`config.mk`:
```
export PLATFORM = sky130hd
export DESIGN_NAME = hsl_to_rgb_converter_unit
export DESIGN_NICKNAME = d
export VERILOG_FILES = /design/src/rtl/hslc_pkg.sv /design/src/rtl/hslc_front.sv /design/src/rtl/hslc_mix.sv /design/src/rtl/hslc_div.sv /design/src/rtl/hsl_to_rgb_converter_unit.sv
export SDC_FILE = /design/constraint.sdc
export NUM_CORES = 2
export LEC_CHECK = 0
export BUFFER_PORTS_ARGS = -buffer_cell sky130_fd_sc_hd__clkbuf_2
export CORE_MARGIN = 3
export CORE_UTILIZATION = 40
export DETAILED_ROUTE_END_ITERATION = 8
export PLACE_DENSITY = 0.62
export SLEW_MARGIN = 20
export SYNTH_ARGS = -nofsm -noshare
export SYNTH_HDL_FRONTEND = slang
export SYNTH_SLANG_ARGS = --single-unit
```
`constraint.sdc`:
```
create_clock -name clk -period 11.7 [get_ports clk]
set_input_delay 0.585 -clock clk [delete_from_list [all_inputs] [get_ports clk]]
set_output_delay 0.585 -clock clk [all_outputs]
set_load 0.005 [all_outputs]
```
`src/rtl/hslc_pkg.sv`:
```
// Types and constants for the HSL to RGB converter pipeline.
// Depends on nothing.
package hslc_pkg;

    localparam int HUE_W   = 9;
    localparam int CH_W    = 8;
    localparam int SECT_W  = 3;
    localparam int SPAN_W  = 6;
    localparam int MOD_W   = 7;
    localparam int AREA_W  = 16;
    localparam int VAL_W   = 23;
    localparam int SUM_W   = 24;
    localparam int SCL_W   = 20;
    localparam int RCP_W   = 21;
    localparam int PROD_W  = SCL_W + RCP_W;
    localparam int RCP_SHIFT = 32;
    localparam int QUO_W   = PROD_W - RCP_SHIFT;
    localparam int DEN_SHIFT = 3;

    localparam logic [HUE_W-1:0] HUE_FULL       = 9'd360;
    localparam logic [HUE_W-1:0] HUE_TWO_THIRDS = 9'd240;
    localparam logic [HUE_W-1:0] HUE_THIRD      = 9'd120;
    localparam logic [HUE_W-1:0] HUE_SECTOR     = 9'd60;
    localparam logic [MOD_W-1:0] MOD_SECTOR     = 7'd60;
    localparam logic [MOD_W-1:0] MOD_THIRD      = 7'd120;

    // 30600 = 8 * 3825; quotient by 3825 via ceil(2^32 / 3825)
    localparam logic [14:0]      LIGHT_SCALE = 15'd30600;
    localparam logic [RCP_W-1:0] RCP_K       = 21'd1122868;
    localparam logic [QUO_W-1:0] QUO_MAX     = 9'd255;

    localparam logic [SECT_W-1:0] SECT_RED_YEL = 3'd0;
    localparam logic [SECT_W-1:0] SECT_YEL_GRN = 3'd1;
    localparam logic [SECT_W-1:0] SECT_GRN_CYN = 3'd2;
    localparam logic [SECT_W-1:0] SECT_CYN_BLU = 3'd3;
    localparam logic [SECT_W-1:0] SECT_BLU_MAG = 3'd4;
    localparam logic [SECT_W-1:0] SECT_MAG_RED = 3'd5;

    localparam int LANE_RED   = 0;
    localparam int LANE_GREEN = 1;
    localparam int LANE_BLUE  = 2;
    localparam int LANES      = 3;

    typedef struct packed {
        logic [SECT_W-1:0] sector;
        logic [SPAN_W-1:0] span;
        logic [AREA_W-1:0] area;
        logic [CH_W-1:0]   light;
    } prod_t;

    typedef logic [LANES-1:0][SCL_W-1:0] scaled_t;

    typedef struct packed {
        logic [CH_W-1:0] blue;
        logic [CH_W-1:0] green;
        logic [CH_W-1:0] red;
    } rgb_t;

endpackage

```
`src/rtl/hslc_front.sv`:
```
// Front stages: hue wrap, sector, hue span, lightness factor, then area = a * s.
// Depends on hslc_pkg.
module hslc_front
    import hslc_pkg::*;
(
    input  logic              clk,
    input  logic              rst_n,
    input  logic              in_valid,
    output logic              in_ready,
    input  logic [HUE_W-1:0]  hue,
    input  logic [CH_W-1:0]   saturation,
    input  logic [CH_W-1:0]   lightness,
    output logic              out_valid,
    input  logic              out_ready,
    output prod_t             out_data
);

    logic              v1_reg;
    logic              v2_reg;
    logic              rdy1;
    logic              rdy2;

    logic [SECT_W-1:0] sector_reg;
    logic [SECT_W-1:0] sector_next;
    logic [SPAN_W-1:0] span_reg;
    logic [SPAN_W-1:0] span_next;
    logic [CH_W-1:0]   fac_reg;
    logic [CH_W-1:0]   fac_next;
    logic [CH_W-1:0]   sat_reg;
    logic [CH_W-1:0]   light_reg;
    prod_t             out_reg;
    prod_t             out_next;

    logic [HUE_W-1:0]  h_w;
    logic [MOD_W-1:0]  h_mod;
    logic [HUE_W-1:0]  fac_wide;

    assign rdy2     = !v2_reg || out_ready;
    assign rdy1     = !v1_reg || rdy2;
    assign in_ready = rdy1;

    always_comb
    begin
        h_w = (hue >= HUE_FULL) ? hue - HUE_FULL : hue;

        if (h_w >= HUE_TWO_THIRDS)
        begin
            h_mod = MOD_W'(h_w - HUE_TWO_THIRDS);
        end
        else if (h_w >= HUE_THIRD)
        begin
            h_mod = MOD_W'(h_w - HUE_THIRD);
        end
        else
        begin
            h_mod = MOD_W'(h_w);
        end

        // triangle 0..60..0 over each 120-degree period
        span_next = (h_mod >= MOD_SECTOR) ? SPAN_W'(MOD_THIRD - h_mod) : SPAN_W'(h_mod);

        // boundaries belong to the lower sector
        if (h_w <= HUE_SECTOR)
        begin
            sector_next = SECT_RED_YEL;
        end
        else if (h_w <= HUE_THIRD)
        begin
            sector_next = SECT_YEL_GRN;
        end
        else if (h_w <= HUE_THIRD + HUE_SECTOR)
        begin
            sector_next = SECT_GRN_CYN;
        end
        else if (h_w <= HUE_TWO_THIRDS)
        begin
            sector_next = SECT_CYN_BLU;
        end
        else if (h_w <= HUE_TWO_THIRDS + HUE_SECTOR)
        begin
            sector_next = SECT_BLU_MAG;
        end
        else
        begin
            sector_next = SECT_MAG_RED;
        end

        // 255 - |2l - 255|
        fac_wide = 9'd510 - {lightness, 1'b0};
        fac_next = lightness[CH_W-1] ? fac_wide[CH_W-1:0] : {lightness[CH_W-2:0], 1'b0};
    end

    always_comb
    begin
        out_next.sector = sector_reg;
        out_next.span   = span_reg;
        out_next.area   = fac_reg * sat_reg;
        out_next.light  = light_reg;
    end

    always_ff @(posedge clk or negedge rst_n)
    begin
        if (!rst_n)
        begin
            v1_reg <= 1'b0;
            v2_reg <= 1'b0;
        end
        else
        begin
            if (rdy1)
            begin
                v1_reg <= in_valid;
            end
            if (rdy2)
            begin
                v2_reg <= v1_reg;
            end
        end
    end

    always_ff @(posedge clk)
    begin
        if (rdy1)
        begin
            sector_reg <= sector_next;
            span_reg   <= span_next;
            fac_reg    <= fac_next;
            sat_reg    <= saturation;
            light_reg  <= lightness;
        end
        if (rdy2)
        begin
            out_reg <= out_next;
        end
    end

    assign out_valid = v2_reg;
    assign out_data  = out_reg;

endmodule

```
`src/rtl/hslc_mix.sv`:
```
// Mix stages: chroma, secondary and offset numerators, then per-channel sums over 30600.
// Depends on hslc_pkg.
module hslc_mix
    import hslc_pkg::*;
(
    input  logic    clk,
    input  logic    rst_n,
    input  logic    in_valid,
    output logic    in_ready,
    input  prod_t   in_data,
    output logic    out_valid,
    input  logic    out_ready,
    output scaled_t out_data
);

    logic                    v3_reg;
    logic                    v4_reg;
    logic                    rdy3;
    logic                    rdy4;

    logic [SECT_W-1:0]       sector_reg;
    logic [VAL_W-1:0]        cv_reg;
    logic [VAL_W-1:0]        cv_next;
    logic [VAL_W-1:0]        xv_reg;
    logic [VAL_W-1:0]        xv_next;
    logic signed [SUM_W-1:0] base_reg;
    logic signed [SUM_W-1:0] base_next;
    scaled_t                 out_reg;
    scaled_t                 out_next;

    logic [VAL_W-2:0]        area_span;
    logic [VAL_W-2:0]        area_half;
    logic [VAL_W-1:0]        light_num;
    logic [LANES-1:0][VAL_W-1:0]    v_sel;
    logic signed [SUM_W-1:0] num [LANES];

    assign rdy4     = !v4_reg || out_ready;
    assign rdy3     = !v3_reg || rdy4;
    assign in_ready = rdy3;

    always_comb
    begin
        cv_next   = {in_data.area, 7'b0} - {4'b0, in_data.area, 3'b0};
        area_half = {in_data.area, 6'b0} - {4'b0, in_data.area, 2'b0};
        area_span = (VAL_W-1)'(in_data.area * in_data.span);
        xv_next   = {area_span, 1'b0};
        light_num = VAL_W'(in_data.light * LIGHT_SCALE);
        base_next = $signed({1'b0, light_num}) - $signed({2'b0, area_half});
    end

    always_comb
    begin
        case (sector_reg)
            SECT_RED_YEL: v_sel = {VAL_W'(0), xv_reg, cv_reg};
            SECT_YEL_GRN: v_sel = {VAL_W'(0), cv_reg, xv_reg};
            SECT_GRN_CYN: v_sel = {xv_reg, cv_reg, VAL_W'(0)};
            SECT_CYN_BLU: v_sel = {cv_reg, xv_reg, VAL_W'(0)};
            SECT_BLU_MAG: v_sel = {cv_reg, VAL_W'(0), xv_reg};
            default:      v_sel = {xv_reg, VAL_W'(0), cv_reg};
        endcase

        for (int i = 0; i < LANES; i++)
        begin
            num[i]      = $signed({1'b0, v_sel[i]}) + base_reg;
            out_next[i] = num[i][SUM_W-1] ? SCL_W'(0) : num[i][SUM_W-2:DEN_SHIFT];
        end
    end

    always_ff @(posedge clk or negedge rst_n)
    begin
        if (!rst_n)
        begin
            v3_reg <= 1'b0;
            v4_reg <= 1'b0;
        end
        else
        begin
            if (rdy3)
            begin
                v3_reg <= in_valid;
            end
            if (rdy4)
            begin
                v4_reg <= v3_reg;
            end
        end
    end

    always_ff @(posedge clk)
    begin
        if (rdy3)
        begin
            sector_reg <= in_data.sector;
            cv_reg     <= cv_next;
            xv_reg     <= xv_next;
            base_reg   <= base_next;
        end
        if (rdy4)
        begin
            out_reg <= out_next;
        end
    end

    assign out_valid = v4_reg;
    assign out_data  = out_reg;

endmodule

```
`src/rtl/hslc_div.sv`:
```
// Divide stages: per-channel quotient by 3825 via reciprocal multiply, then clamp.
// Depends on hslc_pkg.
module hslc_div
    import hslc_pkg::*;
(
    input  logic    clk,
    input  logic    rst_n,
    input  logic    in_valid,
    output logic    in_ready,
    input  scaled_t in_data,
    output logic    out_valid,
    input  logic    out_ready,
    output rgb_t    out_data
);

    logic                         v5_reg;
    logic                         v6_reg;
    logic                         rdy5;
    logic                         rdy6;

    logic [LANES-1:0][QUO_W-1:0]  quo_reg;
    logic [LANES-1:0][QUO_W-1:0]  quo_next;
    logic [LANES-1:0][CH_W-1:0]   chan_next;
    rgb_t                         out_reg;
    rgb_t                         out_next;
    logic [PROD_W-1:0]            prod [LANES];

    assign rdy6     = !v6_reg || out_ready;
    assign rdy5     = !v5_reg || rdy6;
    assign in_ready = rdy5;

    always_comb
    begin
        for (int i = 0; i < LANES; i++)
        begin
            prod[i]      = in_data[i] * RCP_K;
            quo_next[i]  = prod[i][PROD_W-1:RCP_SHIFT];
            chan_next[i] = (quo_reg[i] > QUO_MAX) ? CH_W'(QUO_MAX) : quo_reg[i][CH_W-1:0];
        end
        out_next.red   = chan_next[LANE_RED];
        out_next.green = chan_next[LANE_GREEN];
        out_next.blue  = chan_next[LANE_BLUE];
    end

    always_ff @(posedge clk or negedge rst_n)
    begin
        if (!rst_n)
        begin
            v5_reg <= 1'b0;
            v6_reg <= 1'b0;
        end
        else
        begin
            if (rdy5)
            begin
                v5_reg <= in_valid;
            end
            if (rdy6)
            begin
                v6_reg <= v5_reg;
            end
        end
    end

    always_ff @(posedge clk)
    begin
        if (rdy5)
        begin
            quo_reg <= quo_next;
        end
        if (rdy6)
        begin
            out_reg <= out_next;
        end
    end

    assign out_valid = v6_reg;
    assign out_data  = out_reg;

endmodule

```
`src/rtl/hsl_to_rgb_converter_unit.sv`:
```
// Pipeline: 6 register stages; an accepted word passes through each in turn and is shown
// on the output by the last, where it leaves once m_axis_tready is high.
// Throughput: one word per clock unless the output stalls; each of the 6 stages holds one
// word with its own valid bit and takes a new word when it is empty or its word moves on.
// Reset: rst_n (async, active low) clears every valid bit; datapath registers are not reset.
// Top level of the HSL to RGB converter; depends on hslc_pkg, hslc_front, hslc_mix, hslc_div.
module hsl_to_rgb_converter_unit
    import hslc_pkg::*;
(
    input  logic        clk,
    input  logic        rst_n,
    input  logic        s_axis_tvalid,
    output logic        s_axis_tready,
    input  logic [31:0] s_axis_tdata,   // hue[8:0], saturation[16:9], lightness[24:17], zero
    output logic        m_axis_tvalid,
    input  logic        m_axis_tready,
    output logic [23:0] m_axis_tdata    // red[7:0], green[15:8], blue[23:16]
);

    logic    front_valid;
    logic    front_ready;
    prod_t   front_data;
    logic    mix_valid;
    logic    mix_ready;
    scaled_t mix_data;
    rgb_t    rgb;

    hslc_front u_front
    (
        .clk        (clk),
        .rst_n      (rst_n),
        .in_valid   (s_axis_tvalid),
        .in_ready   (s_axis_tready),
        .hue        (s_axis_tdata[8:0]),
        .saturation (s_axis_tdata[16:9]),
        .lightness  (s_axis_tdata[24:17]),
        .out_valid  (front_valid),
        .out_ready  (front_ready),
        .out_data   (front_data)
    );

    hslc_mix u_mix
    (
        .clk       (clk),
        .rst_n     (rst_n),
        .in_valid  (front_valid),
        .in_ready  (front_ready),
        .in_data   (front_data),
        .out_valid (mix_valid),
        .out_ready (mix_ready),
        .out_data  (mix_data)
    );

    hslc_div u_div
    (
        .clk       (clk),
        .rst_n     (rst_n),
        .in_valid  (mix_valid),
        .in_ready  (mix_ready),
        .in_data   (mix_data),
        .out_valid (m_axis_tvalid),
        .out_ready (m_axis_tready),
        .out_data  (rgb)
    );

    assign m_axis_tdata = rgb;

endmodule

```
==> flow_metrics.tcl <==
set metrics [dict create \
    ys_warn_count 0 \
    syn_nets 4331 \
    drt-initial-drc-count 915 \
    drive_gt1_share_pct 4.93 \
    yosysUniqueCellTypes 79 \
    grt_pass1_vias 21900 \
    start_kind "flop" \
    grt_usage_pct 15.7 \
    synth-seq-cells 244 \
    synth_edf_count 238 \
    netlist_instances 3276 \
    rsz0062_at_grt "false" \
    cts_buffers 29 \
    finalSetupViolations 0 \
    multi_input_area_um2 22700 \
    ys.flop_type "edfxtp_1" \
    htreeDepth 1 \
    worst_slew_pin_slew_ns 0.990 \
    detail-route-antenna-nets 0 \
    core-area_um2 81100 \
    design_area_um2 35600 \
    post_cts_buffers 0 \
    drc 0 \
    die_y_um 293 \
    port_buffers 54 \
    rows 104 \
    io_pins 62 \
    cts_sinks 244 \
    yosysTopAreaCellShare_pct 26.6 \
    nNetsFinal 4398 \
    cap_violations 0 \
    drt_first_pass_iters 5 \
    grt_remaining_overflow 0 \
    fin_skew_ns 0.0295 \
    routed_wl_um 66400 \
    largest_reg_flops 60 \
    fin_crit_ns 6.04 \
    critical_path_required_ns 12.00 \
    grt_max_degree 65 \
    worst_ep_arrival_time_ns 6.34 \
    clk_path_buf_depth 3 \
    die_area_um2 86000 \
    hold_class "in -> reg" \
    grt_pass1_wl_um 111000 \
    crit_path_end_kind "flop" \
    clk_pin_slew_ns 0.06 \
    dpl_cell_area_um2 34600 \
    dieWidth_um 293 \
    holdWs_ns 0.184 \
    cp_max_fo 6 \
    ys_async_sr_fraction_pct 2.46 \
    cts_tree "done" \
    synth_most_common_cell "inv_1" \
    yosysTopAreaCell "ha_1" \
    post_cts_resized 0 \
    vias 21800 \
    finalWeightedCongestion 0.902 \
    slew_violations 0 \
    hpwlAfterDp_um 56100 \
    critPathKind "reg -> reg" \
    start_util_pct 40.7 \
    hold_violations 0 \
    tns_ns 0 \
    timing.fmax_mhz 165 \
    fillers 7795 \
    synthTopCellsByArea "ha_1, edfxtp_1, fa_1, inv_1, xnor2_1" \
    synth_area_per_cell_um2 10.1 \
    finalCritPeriodShare_pct 51.7 \
    synth_area_um2 33000 \
    viasPerCell 4.93 \
    slew_headroom_pct 33.9 \
    seq_area_frac_synth_pct 22.1 \
    grt_antenna_before_repair 1 \
    cts_root_buffer "clkbuf_16" \
    area_delta_synth_final_pct 7.87 \
    routedWlPerCell_um 15.0 \
    outcome "finished clean" \
    regArea_um2 7300 \
    post-route-util_pct 43.9 \
    num_antenna_cells 0 \
    synth_common_cells "inv_1, ha_1, fa_1" \
    clock_latency_ns 0.58 \
]
-- final cells by class --
type | instances | area share (%)
Clock buffer | 37 | 2.24
Inverter | 778 | 8.20
Tap cell | 1060 | 3.73
Clock inverter | 17 | 0.590
Multi-Input combinational cell | 2222 | 63.7
Sequential cell | 244 | 20.5
Timing Repair Buffer | 68 | 1.06
-- through the flow --
step	worst slack, ns	instances
global placement	5.73	4371
floorplan	6.28	3276
global route	5.22	4426
finish	5.66	4426
detailed placement	5.70	4371
CTS	5.65	4426
-- worst max-delay path: stages (launching register included) --
cell,delay [ns]
edfxtp_1,0.54
ha_1,0.35
ha_1,0.27
inv_1,0.04
fa_1,0.48
inv_1,0.06
ha_1,0.29
fa_1,0.54
inv_1,0.05
fa_1,0.48
inv_1,0.04
ha_1,0.26
o21ai_0,0.07
a21oi_1,0.06
o21a_1,0.13
or4_1,0.47
a211oi_1,0.52
o21ai_0,0.34
a221oi_1,0.47
o21bai_1,0.13
xor2_1,0.15
-- placed cells by master (no fill, tap or decap), drive strengths merged, types with 32 or more instances in the layout --
cell type / Yosys / routed
and2: 69 / 69
xor2: 58 / 58
ha: 702 / 702
nor2: 135 / 135
nand2: 146 / 146
o21a: 32 / 32
a21oi: 110 / 110
clkbuf: 32 / 91
nor3: 32 / 32
nand3: 34 / 34
edfxtp: 238 / 238
a22o: 57 / 57
fa: 317 / 317
xnor2: 103 / 103
inv: 778 / 780
a21o: 55 / 55
o21ai: 84 / 84
-- cells by family (layout without fill, tap and decap cells) --
kind of cell	count (synthesis)	count (layout)	synth area share, %
flip-flops	244	244	22.1
XOR/XNOR	161	161	4.30
adder cells (fa/ha/maj)	1019	1019	45.8
buffers and inverters	810	900	9.22
AND/OR/NAND/NOR	544	544	8.10
multiplexers	3	3	0.110
AO/OA/AOI/OAI	495	495	10.3
-- path summary, 6_finish.rpt --
| path | start | endpoint | slack, ns | depth (start not counted) |
|---|---|---|---|---|
| setup / recovery | u_mix.out_data[29] | u_div.quo_reg[17] | 5.66 | 20 |
| hold / removal | s_axis_tdata[14] | u_front.sat_reg[5] | 0.18 | 1 |
| setup reg to reg | u_mix.out_data[29] | u_div.quo_reg[17] | 5.66 | 20 |
| hold reg to reg | u_front.span_reg[5] | u_front.out_data[29] | 0.42 | 0 |
| max in group asynchronous | rst_n | u_mix.out_valid | 11.04 | 2 |
| min in group asynchronous | rst_n | u_front.v1_reg | 0.42 | 2 |
-- per-layer routing --
metal / GRT usage, % / routed length [um] / up-vias
li1: - / - / 11000
met1: 22.1 / 32300 / 10400
met2: 26.5 / 30600 / 302
met3: 1.55 / 2080 / 75
met4: 3.23 / 1370 / 0
met5: 0 / 0 / -
-- what timing repair did --
action                                  CTS  global route
hold buffers                              1             0
endpoints found under the setup margin    0             0
endpoints found under the hold margin     6             0
Power is left out: the tool's default activity adds up to more than one toggle a clock period on the data nets, which glitch-free logic cannot reach.
